### src/rtl/mdmsa_ram.sv
module mdmsa_ram #(
    parameter int WIDTH = 32,
    parameter int DEPTH = 128
) (
    input  logic                     clk,
    input  logic                     we,
    input  logic [$clog2(DEPTH)-1:0] waddr,
    input  logic [WIDTH-1:0]         wdata,
    input  logic [$clog2(DEPTH)-1:0] raddr,
    output logic [WIDTH-1:0]         rdata
);

    logic [WIDTH-1:0] mem [DEPTH];

    // One write port and one registered read port.
    always_ff @(posedge clk)
    begin
        if (we)
        begin
            mem[waddr] <= wdata;
        end
        rdata <= mem[raddr];
    end

endmodule

### config.mk
export PLATFORM = sky130hd
export DESIGN_NAME = mdmsa_ram
export DESIGN_NICKNAME = d
export VERILOG_FILES = /design/src/rtl/mdmsa_ram.sv
export SDC_FILE = /design/constraint.sdc
export NUM_CORES = 2
export LEC_CHECK = 0
export ABC_CLOCK_PERIOD_IN_PS = 6330
export BUFFER_PORTS_ARGS = -buffer_cell sky130_fd_sc_hd__buf_2
export CAP_MARGIN = 20
export CORE_UTILIZATION = 45
export CTS_BUF_LIST = sky130_fd_sc_hd__clkbuf_8
export CTS_CLUSTER_DIAMETER = 60
export DETAILED_ROUTE_END_ITERATION = 8
export GPL_ROUTABILITY_DRIVEN = 0
export PLACE_DENSITY_LB_ADDON = 0.05
export REMOVE_ABC_BUFFERS = 1
export SLEW_MARGIN = 5
export SYNTH_ARGS = -nofsm -noshare
export SYNTH_HDL_FRONTEND = slang
export SYNTH_SLANG_ARGS = --single-unit
export TNS_END_PERCENT = 10
### constraint.sdc
create_clock -name clk -period 6.33 [get_ports clk]
set_input_delay 0.633 -clock clk [delete_from_list [all_inputs] [get_ports clk]]
set_output_delay 0.633 -clock clk [all_outputs]
set_load 0.005 [all_outputs]
# After elaboration in Yosys (flattened, before gate mapping)
# Memories as Yosys holds them, arrays and structs flattened. A register that Yosys moved wholly into a read port is not among the register bits.
# Cells that the tools add are included.
# op_classes
n_mux	2
# op_table
operator	n
2-to-1 mux 1 bit	2
# totals
reg_bits	0
ramBits	4096
inputBits	48
output_inout_bits	32
wordCells	3
mem_count	1
# memory_table
memory	depth	width	read_ports	rd_ports_with_merged_regs	write_ports	line_no	source
mem	128	32	1	1	1	13	logic [WIDTH-1:0] mem [DEPTH];

# Logic depth before layout (Yosys ltp)
# depth
depth_word	2
depth_mapped	8
depth_no_buf	4

# Least setup slack after synthesis
# No wires, ideal clock.
# synth_timing
kind	input-to-reg
startpoint	input port we
endpoint	memory mem[98][0] (enable)
setup_ps	461
arrival_time_ps	3411
required_time_ps	5869
setup_slack_ps	2458
path_stages	3
n_path_buf	1
path_cell_list	clkbuf_1 > nand4_1 > nor3_1
# synth_via
elab_chain_len	2
# synth_rtl
element	line_no	source
start: declaration	6	input logic we,
2-to-1 mux 1 bit	18	if (we)
2-to-1 mux 1 bit (implied by the code)	20	mem[waddr] <= wdata;
end: declaration	13	
# Every way passes these cells.

==> reports/metrics.csv <==
metric,value,unit
NumNets Final,6826,
DR pass1 iterations,8,
Cell variety after synth,17,
RR Startpoint,mem[45][16],
die width,591.3,um
Switch Pwr,0.01276,W
Max-Slew Margin vs Limit,20.20,%
Max Slew Vio Count,0,
DRC,4,
Cells after Synth,5990,
"Max FO, Critical Path",70,
core box area,345900,um^2
clk slew on worst S/H paths,0.06,ns
Clock Latency Late Sink,1.21,ns
Power Internal,0.04220,W
worst hold path endpoint,mem[107][1],
RSZ-0062 raised after global routing,false,
Logic pwr share,5.5,%
register area,123600,um^2
Setup-failing EPs final,0,
drt via density,6.199,
initial drt markers,10300,
Worst Min Path Start,wdata[1],
Post-synth ARST share,0,%
Achievable Freq,302.5,MHz
CP arrival,4.37,ns
GRT Overall Usage,27.32,%
Final ANT Viol Nets,0,
Post-synth top cells,"4,096 x edfxtp_1, 1,344 x mux4_2, 182 x clkbuf_1",
number of CTS-inserted buffers,688,
DP HPWL,269300,um
min-delay worst type,input port to flop,
failing checks,design-rule violations,
reg-to-reg endpoint,rdata[16],
Port Buf Inserts,79,
fill count,27040,
clk buf depth,4,
Lkg Pwr,55.32,nW
Final Cycle Share,52.22,%
crit path time final,3.306,ns
wire per inst,39.84,um
Worst R2R Setup Slack,3.54,ns
critical path endpoint category,flop,
Worst Hold Slack,0.1788,ns
DP Worst Slack,1.835,ns
placed cells,10640,
layout cell share with drive strength beyond 1,37.13,%
Clock Power Share,39.3,%
worst vdd ir,0.2325,mV
Final Hold Vio Count,0,
Synth top area share,78.71,%
Max Cap Violations,0,
TNS Setup,0,ns
multi-input logic area,32290,um^2
Slew @ Worst Pin,1.194,ns
largest net degree at the start of global routing,89,
status,finished with violations,
vias in the first global route,74970,
total wire length,474800,um
most common cell in the synthesized netlist,edfxtp_1,
Die Height,591.3,um
initial antenna violation count,88,
H-tree lvl count,6,
switching part of the total power,23.22,%
post-cts sizing count,0,
"Area growth, synth to finish",13.81,%
Syn Std Cell Area,156300,um^2
register area share after synthesis,79.12,%
Root Buffer,clkbuf_8,
Reg power frac,55.2,%
Worst EP required,7.39,ns
cell taking the most area after synthesis,edfxtp_1,
critical path class,input port to flop,
"FF+latch count, synth",4128,
Ys Warns,0,
initial core utilization,45.18,%
TritonCTS clock tree,done,
commonest register cell after synthesis,edfxtp_1,
Sink Count,4128,
GRT overflow,0,
WHS Path Cells,1,
Worst setup SP type,input port,
die footprint,349600,um^2
placed cell areas,165100,um^2
"EDFF count, synth",4096,
setup ws final,3.024,ns
io pins,80,
Vias,73880,
num rows,216,
first-pass GRT wire length,642500,um
Non-Filler Instances,11920,
Worst Clk Skew,0.05919,ns
largest cells by area after synthesis,"edfxtp_1 79%, mux4_2 19%, clkbuf_1 0.44%",
R2R depth,4,
average cell area after synthesis,26.09,um^2
Pwr Density,309.0,nW/um^2
"Design Area, Final",177900,um^2
## worst max-delay path by stage
stage | endpoint | startpoint | cells past startpoint
2_1_floorplan | mem[102][0] | waddr[3] | 3
3_5_place_dp | rdata[21] | raddr[0] | 6
4_1_cts | rdata[21] | raddr[0] | 6
6_report | rdata[21] | raddr[0] | 6
5_1_grt | rdata[30] | raddr[0] | 7
3_3_place_gp | rdata[16] | raddr[0] | 6
## power groups by stage
stage                     Combinational, W  Clock [W]  Sequential, W
after CTS                          0.00308     0.0220         0.0303
after global placement             0.00303          0         0.0309
after global routing               0.00317     0.0231         0.0303
final                              0.00304     0.0216         0.0303
after detailed placement           0.00306          0         0.0309
after floorplan                    0.00111          0         0.0308
## sequential cells by signal, summed over array words and instances, names as in the netlist
| signal | cells |
|---|---|
| mem | 4096 |
| rdata | 32 |
## through the flow
stage	util, %	total power (W)
6_report	51.41	0.05496
5_1_grt	51.39	0.05661
4_1_cts	51.38	0.05542
3_3_place_gp	47.70	0.03391
2_1_floorplan	-	0.03191
3_5_place_dp	47.74	0.03394
## cells in the final DEF (no fill, tap or decap), types with 11 or more instances in the layout
master            n
clkbuf_8        712
clkinv_1        166
clkinvlp_4       16
nand2_1          11
dlygate4sd3_1    31
mux2_2           32
buf_4           284
dfxtp_1          32
buf_12           55
nor2_4          119
bufinv_16        11
buf_2            40
inv_6            14
mux4_2         1344
inv_1           230
clkinv_2         50
edfxtp_1       4096
diode_2          40
## per-layer routing
| layer | wire, um | global-route usage, % |
|---|---|---|
| met1 | 198100 | 39.86 |
| met2 | 225300 | 42.79 |
| met3 | 40480 | 5.485 |
| met4 | 10740 | 6.500 |
| met5 | 209 | 0 |
## critical path, stage by stage
cell and delay, ns:
buf_12 0.43, buf_12 0.53, mux4_2 0.60, mux4_2 0.56
mux4_2 0.70, mux2_2 0.37
## area by class of cell
cell class	count	share of cell area [%]
Sequential cell	4128	69.52
Multi-Input combinational cell	1546	18.16
Clock buffer	712	5.510
Tap cell	4578	3.221
Timing Repair Buffer	414	2.137
Clock inverter	501	1.403
Antenna cell	40	0.05628
## what timing repair did
| item | in CTS | in global routing |
|---|---|---|
| setup buffers | 0 | 0 |
| endpoints found under the hold margin | 1409 | 0 |
| hold buffers | 31 | 0 |
## cell families after synthesis
family	Yosys count	share of synthesized area (%)
muxes	1376	19.60
DFF	4128	79.12
buffers and inverters	316	0.8391
and+or+nand+nor	170	0.4460
(Power assumes the default switching activity.)
